### config.mk
export PLATFORM = sky130hd
export DESIGN_NAME = lzfd_ctrl
export DESIGN_NICKNAME = d
export VERILOG_FILES = /design/src/design/lzfd_pkg.sv /design/src/design/lzfd_ctrl.sv
export SDC_FILE = /design/constraint.sdc
export NUM_CORES = 1
export LEC_CHECK = 0
export BUFFER_PORTS_ARGS = -buffer_cell sky130_fd_sc_hd__buf_2
export CAP_MARGIN = 20
export CORE_AREA = 2 2 39 41
export CTS_BUF_LIST = sky130_fd_sc_hd__clkbuf_8
export DETAILED_ROUTE_END_ITERATION = 16
export DIE_AREA = 0 0 41 43
export RECOVER_POWER = 50
export SLEW_MARGIN = 20
export SYNTH_ARGS = -nofsm -noshare
export SYNTH_HDL_FRONTEND = slang
export SYNTH_SLANG_ARGS = --single-unit
### constraint.sdc
create_clock -name aclk -period 1.4 [get_ports aclk]
set_clock_uncertainty 0.05 [all_clocks]
set_input_delay 0.07 -clock aclk [delete_from_list [all_inputs] [get_ports aclk]]
set_output_delay 0.07 -clock aclk [all_outputs]
set_load 0.02 [all_outputs]
### src/design/lzfd_pkg.sv
// Package: shared types and constants of the LZ flag-byte image decoder.
`timescale 1ns / 1ps
`default_nettype none

package lzfd_pkg;

    localparam int HIST_DEPTH = 4096;
    localparam int HIST_AW    = $clog2(HIST_DEPTH);
    localparam int DIM_W      = 10;
    localparam int POS_W      = 2 * DIM_W;
    localparam int OFF_W      = 12;
    localparam int LEN_W      = 6;
    localparam int FLAG_CNT_W = 4;

    localparam logic [LEN_W-1:0]      LEN_BIAS   = LEN_W'(3);
    localparam logic [FLAG_CNT_W-1:0] FLAGS_FULL = FLAG_CNT_W'(8);

    localparam logic [1:0] REG_WIDTH  = 2'd0;
    localparam logic [1:0] REG_HEIGHT = 2'd1;
    localparam logic [1:0] REG_MODE   = 2'd2;

    typedef enum logic [1:0] {
        PH_CTRL  = 2'd0,
        PH_ITEM  = 2'd1,
        PH_CMDHI = 2'd2
    } phase_t;

    typedef enum logic [1:0] {
        ST_IDLE  = 2'd0,
        ST_READ  = 2'd1,
        ST_WRITE = 2'd2
    } ctrl_state_t;

    typedef struct packed {
        logic accept;
        logic issue_read;
        logic write_pixel;
    } dp_cmd_t;

    typedef struct packed {
        logic copy_start;
        logic copy_more;
        logic out_free;
    } dp_status_t;

endpackage

`default_nettype wire

### src/design/lzfd_ctrl.sv
// Controller: sequences input acceptance and the read/write steps of a copy.
`timescale 1ns / 1ps
`default_nettype none

module lzfd_ctrl
    import lzfd_pkg::*;
(
    input  wire        aclk,
    input  wire        aresetn,
    input  wire        s_tvalid,
    output logic       s_tready,
    input  dp_status_t status,
    output dp_cmd_t    cmd
);

    ctrl_state_t state_reg, state_next;

    always_ff @(posedge aclk) begin
        if (!aresetn) begin
            state_reg <= ST_IDLE;
        end else begin
            state_reg <= state_next;
        end
    end

    always_comb begin
        state_next      = state_reg;
        s_tready        = 1'b0;
        cmd.accept      = 1'b0;
        cmd.issue_read  = 1'b0;
        cmd.write_pixel = 1'b0;
        unique case (state_reg)
            ST_IDLE: begin
                s_tready   = status.out_free;
                cmd.accept = s_tvalid && status.out_free;
                if (cmd.accept && status.copy_start) begin
                    state_next = ST_READ;
                end
            end
            ST_READ: begin
                if (status.out_free) begin
                    cmd.issue_read = 1'b1;
                    state_next     = ST_WRITE;
                end
            end
            ST_WRITE: begin
                cmd.write_pixel = 1'b1;
                state_next      = status.copy_more ? ST_READ : ST_IDLE;
            end
            default: begin
                state_next = ST_IDLE;
            end
        endcase
    end

    // a history read is always followed by its write step
    assert property (@(posedge aclk) disable iff (!aresetn)
        cmd.issue_read |=> cmd.write_pixel)
        else $error("read step not followed by write step");

    // no item is taken while a copy is running
    assert property (@(posedge aclk) disable iff (!aresetn)
        (cmd.write_pixel && status.copy_more) |=> !s_tready)
        else $error("input taken during copy");

endmodule

`default_nettype wire

== Yosys cells after proc, flatten, opt, wreduce, memory -nomap -nowiden ==
Index checks and enable logic that the tools add are counted.
Operators by class
  eq/ne operators: 4
  muxes and demuxes: 9
  reductions and logical operators: 4
Operator list (number)
  2-to-1 mux 1 bit: 6
  case mux 2 bit (3 select lines): 1
  2-to-1 mux 2 bit: 2
  != test 2 bit (second input constant): 2
  equality test 2 x 1 -> 1 bit (second input constant): 1
  equality test 2 bit (second input constant): 1
  logical AND 1 bit: 2
  logical NOT 2 bit: 1
  AND reduction 2 bit: 1
Word-level totals
  register bits after elaboration: 2
  input bits: 6
  output and inout port bits: 4
  logic and storage cells: 18

== Depth between registers and ports, before layout ==
Gate-level depths: netlist (run 1).
  word-level depth: 4
  mapped depth: 3
  depth with buffers taken out: 3

== Worst setup path before layout (run 1) ==
OpenSTA, ideal clock, no wires.
  path kind: flip-flop to flip-flop
  from: register state_reg[0]
  to: register state_reg[0]
  library setup time: 0.122 ns
  data arrival time: 0.815 ns
  required time: 1.228 ns
  path slack: 0.414 ns
  stages on the path, launching flop included: 3
  buffers on the path: 0
  clock period less this slack: 0.986 ns
  cells stage by stage: dfxtp_1 -> and4b_1 -> o311a_1
Between the ends
  word-level cells in the longest chain between the ends: 3
  elaborated cells between the ends (all ways): 7
  those cells by class: eq/ne: 4; mux: 1; reduce/logical: 2
Ends and longest elaborated chain
  start, declared: line lzfd_ctrl.sv:16  | ctrl_state_t state_reg, state_next;
  start signal, assigned: line lzfd_ctrl.sv:22  | state_reg <= state_next;
  equality test 2 x 1 -> 1 bit / logical NOT 2 bit (equally long branches): line lzfd_ctrl.sv:32  | unique case (state_reg)
  != test 2 bit (no line)
  AND reduction 2 bit (no line)
Parallel ways exist; a longest one is shown, timed or not.
A chain may end at the register's enable or synchronous reset.

==> results of run 1 <==
[critical path, delay by kind of cell, from the launching register on]
family | cells | cell delay [ps]
simple gates | 1 | 250
flops | 1 | 380
buf+inv | 1 | 150
[report_power, final]
group / total, W / switching (W) / internal (W)
sequential: 0.0000617 / 0.00000227 / 0.0000594
combinational: 0.0000293 / 0.0000145 / 0.0000147
clock: 0.000226 / 0.0000440 / 0.000182
total: 0.000317 / 0.0000609 / 0.000256
[cell type report]
class | count | area share (%)
repair buffers | 9 | 19.7
inverters | 1 | 1.69
multi-input cells | 9 | 33.1
flip-flops and latches | 2 | 18.0
clock buffers | 3 | 18.5
well taps | 16 | 8.99
[cell usage in the layout, fill, tap and decap left out, drive strengths merged]
cell / instances
dfxtp: 2
and2b: 1
nor3b: 1
and4b: 1
and3b: 1
inv: 1
o21ai: 1
nor2b: 1
o311a: 1
and4bb: 1
buf: 8
and2: 1
clkbuf: 4
[cells by family (layout without fill, tap and decap cells)]
family	count (synthesis)	count (layout)
AOI/OAI and AO/OA	2	2
and+or+nand+nor	7	7
DFF	2	2
buffers and inverters	1	13
[per-stage QoR]
step                cell area (um^2)  cells  setup slack [ps]  total power, W
detailed placement               183     37               356       0.0000922
global route                     223     40               245        0.000331
finish                           223     40               281        0.000317
floorplan                        118     12               414       0.0000776
global placement                 183     37               377       0.0000921
CTS                              224     40               275        0.000324
[final timing paths]
kind	startpoint	to	slack, ps
setup / recovery	state_reg[0]$_SDFFE_PN0P_	cmd[2]	280
hold / removal	aresetn	state_reg[1]$_SDFFE_PN0P_	50
setup reg to reg	state_reg[0]$_SDFFE_PN0P_	state_reg[0]$_SDFFE_PN0P_	350
hold reg to reg	state_reg[1]$_SDFFE_PN0P_	state_reg[0]$_SDFFE_PN0P_	550
[metal layers]
layer / up-vias / wire [um]
met3: 4 / 64
li1: 70 / -
met2: 9 / 111
met5: - / 0
met1: 53 / 142
met4: 0 / 23
==> results by group, run 1 <==
Status
  • Status: complete, no violations

Die
  • Starting Density: 8.50%
  • Core Area: 1380 um^2
  • # IOs: 10
  • Die width: 41 um
  • DIE AREA: 1760 um^2
  • FP Rows: 14
  • Die Height: 43 um

Setup path
  • Setup crit end kind: primary output
  • WP data required: 1280 ps
  • Slowest Stage Delay on Critical Path: 380 ps
  • CP Data Arrival Time: 1000 ps
  • Worst-path cell chain: and4bb_2 -> buf_2
  • Max FO, Critical Path: 7
  • R2r worst-path depth: 2
  • Slowest cell on the critical path: dfxtp_1
  • Startpoint types: flip-flop
  • CP Class: reg -> out

GRT
  • Layer with the highest usage: met4
  • First-pass GRT wire length: 489 um
  • Met1 Use GR: 4.47%
  • GRT Overall Usage: 5.11%
  • GRT overflow: 0
  • Largest net degree at the start of global routing: 8
  • M3 GR Usage: 4.71%
  • Vias in the first global route: 123
  • Antenna violations before repair: 0
  • Met2 Usage GRT: 5.00%

Layout
  • Net count, final: 32
  • Share of cells above drive strength 1: 50.0%
  • Layout filler cell count: 167
  • Area of the multi-input gates: 73.8 um^2
  • Storage element area: 40.0 um^2
  • Final Util: 16.1%
  • Max FFs per register: 2
  • Syn-to-layout area delta: 89.4%
  • Number of diodes: 0

Place
  • Number of port buffers: 9
  • GP Congestion: 0.581

Logic synthesis
  • Post-synthesis adder-cell area fraction: 0%
  • Post-Syn Area per Cell: 9.80 um^2
  • Synth Area in Simple Gates: 50.0%
  • Syn Inst Count: 12
  • Sequential area share after synthesis: 34.0%
  • Dominant cell type by area after synthesis: dfxtp_1
  • Post-synth top area share: 34.0%
  • Netlist cell types: 11
  • Post-synth ARST share: 0%
  • Mux share of post-synthesis cell area: 0%
  • Largest family of logic cells by synthesized area: simple AND/OR/NAND/NOR gates
  • Ys flop type: dfxtp_1
  • Number of synthesized register bits: 2
  • Most frequent cell after synthesis: dfxtp_1
  • Xor/xnor share of the synthesized area: 0%
  • Post-synth EDFFs: 0
  • Largest cells by area after synthesis: dfxtp_1 34%, and4bb_2 11%, and4b_1 8.5%
  • Complex-gate fraction of the synthesized area: 12.8%
  • Synth warnings: 0
  • Mapped Nets: 18
  • Mapped cell area: 118 um^2

STA
  • WHS: 45.7 ps
  • RSZ-0062 raised after global routing: false
  • Endpoints failing setup: 0
  • Hold Vio Cnt, Final: 0
  • Slew headroom: 83.7%
  • Max Fclk: 894 MHz
  • Crit share post-route: 79.9%
  • Max Transition Viols Final: 0
  • Setup TNS: 0 ps
  • Worst-margin pin slew: 246 ps
  • Period minus WS final: 1120 ps

Clock tree
  • Num CTS Buffers: 3
  • Post-cts sizing count: 0
  • Hold_buf cts: 0
  • Worst-path clk slew: 30 ps
  • CTS tree: yes
  • # clock sinks: 2
  • H-Tree Depth: 1
  • Clk root buf: clkbuf_8
  • CTS Buffer Depth: 2
  • Clock Latency Late Sink: 210 ps
  • Post-CTS setup buffers: 0

Detailed routing
  • Residual DRC: 0
  • Routed via count: 136
  • Routed WL: 342 um
  • Vias per inst: 3.40
  • Antenna-violating nets left: 0
  • WL/cell: 8.55 um
  • Initial DRC count: 0
  • Drt pass-1 iters: 1

Pwr
  • Peak supply drop: 280 uV
  • P_leak: 0.117 nW
  • PD cells: 1420 nW/um^2

Min path
  • Worst hold path type: in -> reg
  • Hold Crit Depth: 2

Run
  • Maxcap violations: 0
Power figures use the tool's default switching activity.
==> run 2: changes to the inputs <==
Clock period 1.4 ns to 1 ns, I/O delays scaled along.
==> results by group, run 2 (synthesis results as in run 1) <==
Status
  • Status: complete, but fails checks
  • Failing checks: negative setup slack

Clock tree
  • Num CTS Buffers: 3
  • # clock sinks: 2
  • Worst-path clk slew: 30 ps
  • Clk root buf: clkbuf_8
  • H-Tree Depth: 1
  • Post-CTS setup buffers: 0
  • CTS Buffer Depth: 2
  • CTS tree: yes
  • Clock Latency Late Sink: 210 ps
  • Hold_buf cts: 0

Detailed routing
  • Residual DRC: 0
  • Routed via count: 141
  • Routed WL: 356 um
  • Antenna-violating nets left: 0
  • WL/cell: 8.48 um
  • Initial DRC count: 1
  • Vias per inst: 3.36
  • Drt pass-1 iters: 2

GRT
  • Met2 Usage GRT: 6.88%
  • Antenna violations before repair: 0
  • Vias in the first global route: 135
  • Met1 Use GR: 4.46%
  • GRT Overall Usage: 5.71%
  • Largest net degree at the start of global routing: 7
  • First-pass GRT wire length: 552 um
  • GRT overflow: 0
  • M3 GR Usage: 4.71%
  • Layer with the highest usage: met4

Min path
  • Hold Crit Depth: 2
  • Worst hold path type: in -> reg
  • HP Start: aresetn
  • Worst hold endpoint: state_reg[1]$_SDFFE_PN0P_

Die
  • Core Area: 1380 um^2
  • Starting Density: 8.50%
  • Die Height: 43 um
  • DIE AREA: 1760 um^2
  • # IOs: 10
  • FP Rows: 14
  • Die width: 41 um

STA
  • Slew headroom: 88.4%
  • Setup ws final: -76.3 ps
  • Endpoints failing setup: 4
  • Max Transition Viols Final: 0
  • Worst-margin pin slew: 173 ps
  • Crit share post-route: 108%
  • Period minus WS final: 1080 ps
  • WHS: 28.6 ps
  • RSZ-0062 raised after global routing: true
  • Hold Vio Cnt, Final: 0
  • Max Fclk: 929 MHz

Run
  • Maxcap violations: 0

Setup path
  • Reg2reg start: state_reg[0]$_SDFFE_PN0P_
  • Startpoint types: flip-flop
  • Max FO, Critical Path: 5
  • R2r worst-path depth: 2
  • WP data required: 900 ps
  • CP Data Arrival Time: 980 ps
  • CP Class: reg -> out
  • RR Endpoint: state_reg[0]$_SDFFE_PN0P_
  • Reg2reg setup slack: 10 ps
  • Setup crit end kind: primary output

Layout
  • Syn-to-layout area delta: 132%
  • Layout filler cell count: 152
  • Commonest non-fill, non-tap cell in the layout: buf_2
  • Share of cells above drive strength 1: 73.1%
  • Area of the multi-input gates: 80.1 um^2
  • Number of diodes: 0
  • Commonest non-fill, non-tap cells in the layout: 5 x buf_2, 4 x buf_6, 3 x clkbuf_8
  • Max FFs per register: 2
  • Net count, final: 34
  • Storage element area: 42.5 um^2

Pwr
  • Peak supply drop: 374 uV
  • P_leak: 0.140 nW
  • Pwr Total: 0.000461 W
  • PD cells: 1690 nW/um^2

Place
  • GP Congestion: 0.572
  • Number of port buffers: 9
  • Detailed placement HPWL: 278 um
==> run 2: cell count changes in the layout (fill, tap and decap cells not counted), sizes merged <==
cell	change
buf	+3
clkbuf	-1
==> run 2: per-stage QoR <==
stage	util (%)	cells	setup TNS, ps	worst slack (ps)	area [um^2]
floorplan	-	12	0	13.8	118
global placement	14.3	39	0	6.01	198
detailed placement	14.3	39	-8.27	-8.27	198
CTS	19.6	42	-266	-76.8	272
global route	19.7	42	-392	-107	273
finish	19.7	42	-237	-76.3	273
==> run 2: metal layers <==
metal,vias up,wire length (um),share of wire (%)
met4,0,23,6.5
li1,73,-,-
met1,55,132,37
met5,-,0,0
met2,9,136,38
met3,4,63,18
==> run 2: layout make-up <==
cell class / count / share of cell area, %
Timing Repair Buffer: 11 / 31.2
Multi-Input combinational cell: 9 / 29.4
Sequential cell: 2 / 15.6
Clock buffer: 3 / 15.1
Tap cell: 16 / 7.34
Inverter: 1 / 1.38
==> run 2: how the worst max path moves through the flow <==
stage,startpoint,to,slack (ps),depth (start not counted)
after detailed placement,state_reg[0]$_SDFFE_PN0P_,state_reg[0]$_SDFFE_PN0P_,-8,2
after floorplan,state_reg[0]$_SDFFE_PN0P_,state_reg[0]$_SDFFE_PN0P_,10,2
after global routing,state_reg[0]$_SDFFE_PN0P_,cmd[1],-110,3
after global placement,state_reg[0]$_SDFFE_PN0P_,state_reg[0]$_SDFFE_PN0P_,6,2
after CTS,state_reg[0]$_SDFFE_PN0P_,cmd[1],-80,3
final,state_reg[0]$_SDFFE_PN0P_,cmd[1],-80,3
==> run 2: where the power goes <==
part / leakage [nW] / internal, W / total, W / switching [W]
sequential: 0.0172 / 0.0000837 / 0.0000866 / 0.00000288
clock: 0.0216 / 0.000254 / 0.000317 / 0.0000628
combinational: 0.101 / 0.0000340 / 0.0000575 / 0.0000235
==> run 2: critical path, stage by stage, from the launching register on <==
cell and delay [ps]:
dfxtp_2 320, buf_6 110, and3b_2 200, buf_6 130
==> run 2: repair_timing <==
action	4_1_cts	5_1_grt
setup endpoints to repair	5	5
pin swaps	0	0
gates resized for setup	11	1
gates cloned	0	0
==> run 3: changes to the inputs <==
Settings changed: BUFFER_PORTS_ARGS -buffer_cell sky130_fd_sc_hd__buf_2 to default, CORE_AREA 2 2 39 41 to 3 3 40 42, DIE_AREA 0 0 41 43 to 0 0 43 45, DONT_BUFFER_PORTS from default to 1.
==> results by group, run 3 (synthesis results as in run 1) <==
Status
  • Status: complete, but fails checks
  • Failing checks: negative setup slack

Die
  • Die width: 43 um
  • Starting Density: 9.15%
  • # IOs: 10
  • Core Area: 1280 um^2
  • Die Height: 45 um
  • DIE AREA: 1940 um^2
  • FP Rows: 13

Detailed routing
  • Vias per inst: 3.53
  • Met3 wire length: 19 um
  • Antenna-violating nets left: 0
  • Highest routed layer: met3
  • M1 WL: 102 um
  • Met2 WL: 220 um
  • Routed WL: 342 um
  • Residual DRC: 0
  • Routed via count: 120
  • Initial DRC count: 2
  • WL/cell: 10.1 um
  • Drt pass-1 iters: 2

Pwr
  • Net switching power: 0.0000849 W
  • P_leak: 0.107 nW
  • PD cells: 1990 nW/um^2
  • Seq pwr share: 19.5%
  • Clock power share: 71.5%
  • P_int: 0.000360 W
  • Net Sw Frac: 19.1%
  • Peak supply drop: 326 uV
  • Logic pwr share: 8.9%

Layout
  • Syn-to-layout area delta: 90.4%
  • Net count, final: 27
  • Commonest non-fill, non-tap cells in the layout: 3 x clkbuf_8, 2 x buf_6
  • Commonest non-fill, non-tap cell in the layout: clkbuf_8
  • Final instance area: 224 um^2
  • Number of diodes: 0
  • Max FFs per register: 2
  • Share of cells above drive strength 1: 47.4%

STA
  • Slew headroom: 86.9%
  • Crit share post-route: 111%
  • RSZ-0062 raised after global routing: true
  • Max Fclk: 902 MHz
  • Worst-margin pin slew: 198 ps
  • Max Transition Viols Final: 0
  • Setup ws final: -109 ps
  • Setup TNS: -243 ps
  • Period minus WS final: 1110 ps
  • Endpoints failing setup: 3
  • Hold Vio Cnt, Final: 0

GRT
  • Vias in the first global route: 136
  • Antenna violations before repair: 0
  • GRT Overall Usage: 4.82%
  • GRT overflow: 0
  • First-pass GRT wire length: 531 um
  • Largest net degree at the start of global routing: 7

Clock tree
  • Clk root buf: clkbuf_8
  • Num CTS Buffers: 3
  • H-Tree Depth: 1
  • CTS tree: yes
  • Clock Latency Late Sink: 210 ps
  • Worst-path clk slew: 30 ps
  • # clock sinks: 2
  • Post-CTS setup buffers: 0
  • CTS Buffer Depth: 2

Min path
  • Worst hold path type: in -> reg

Setup path
  • WP data required: 900 ps
  • Startpoint types: flip-flop
  • CP Class: reg -> out
  • Max FO, Critical Path: 6
  • CP Data Arrival Time: 1010 ps
  • Setup crit end kind: primary output

Place
  • Number of port buffers: 0
  • GP Congestion: 0.567
  • DP Area: 159 um^2

Run
  • Maxcap violations: 0
-- run 3: cell types whose count changed in the layout (fill, tap and decap cells not counted) --
cell,before,now
buf_4,2,1
and3b_2,1,0
buf_2,5,0
and3b_1,0,1
buf_6,4,2
dfxtp_1,0,1
dfxtp_2,2,1
dlygate4sd3_1,0,1
-- run 3: worst paths after layout --
kind	from	end	slack [ps]	cells after the start
worst max register to register	state_reg[0]$_SDFFE_PN0P_	state_reg[0]$_SDFFE_PN0P_	0	2
worst min register to register	state_reg[0]$_SDFFE_PN0P_	state_reg[0]$_SDFFE_PN0P_	540	2
worst max-delay path	state_reg[0]$_SDFFE_PN0P_	cmd[2]	-110	2
worst min-delay path	status[1]	state_reg[0]$_SDFFE_PN0P_	30	3
-- run 3: power by group through the flow --
stage	Clock (W)	Combinational (W)	Sequential, W
5_1_grt	0.000345	0.0000426	0.0000875
3_5_place_dp	0	0.0000331	0.0000872
6_report	0.000318	0.0000397	0.0000870
3_3_place_gp	0	0.0000326	0.0000871
4_1_cts	0.000331	0.0000397	0.0000872
2_1_floorplan	0	0.0000222	0.0000865
-- run 3: cell type report --
type                    instances  area (um^2)
multi-input cells               9         78.8
repair buffers                  4         40.0
well taps                      15         18.8
inverters                       1         3.75
clock buffers                   3         41.3
flip-flops and latches          2         41.3
fillers                       149         1060
-- run 3: metrics by stage --
step | setup slack (ps) | total power (W) | std cells | hold slack (ps) | utilization [%]
final | -109 | 0.000445 | 34 | 25.2 | 17.4
after floorplan | 13.8 | 0.000109 | 12 | 122 | -
after detailed placement | -28.5 | 0.000120 | 30 | 126 | 12.4
after global placement | -22.4 | 0.000120 | 30 | 124 | 12.4
after CTS | -120 | 0.000458 | 34 | 29.9 | 17.2
after global routing | -139 | 0.000475 | 34 | 32.3 | 17.4
-- run 3: per-layer routing --
metal | vias to the layer above | global-route usage, %
met5 | - | 0
met2 | 3 | 6.29
li1 | 59 | -
met3 | 0 | 1.99
met1 | 58 | 2.64
met4 | 0 | 12.7
-- run 3: critical path, stage by stage, from the launching register on --
cell      delay, ps
dfxtp_2         330
buf_6           110
and4bb_2        350
-- run 3: timing repair --
| action | CTS | global route |
|---|---|---|
| hold buffers | 1 | 0 |
| pin swaps | 1 | 1 |
| endpoints found under the hold margin | 2 | 0 |
| gates resized for setup | 4 | 2 |
| endpoints found under the setup margin | 4 | 4 |
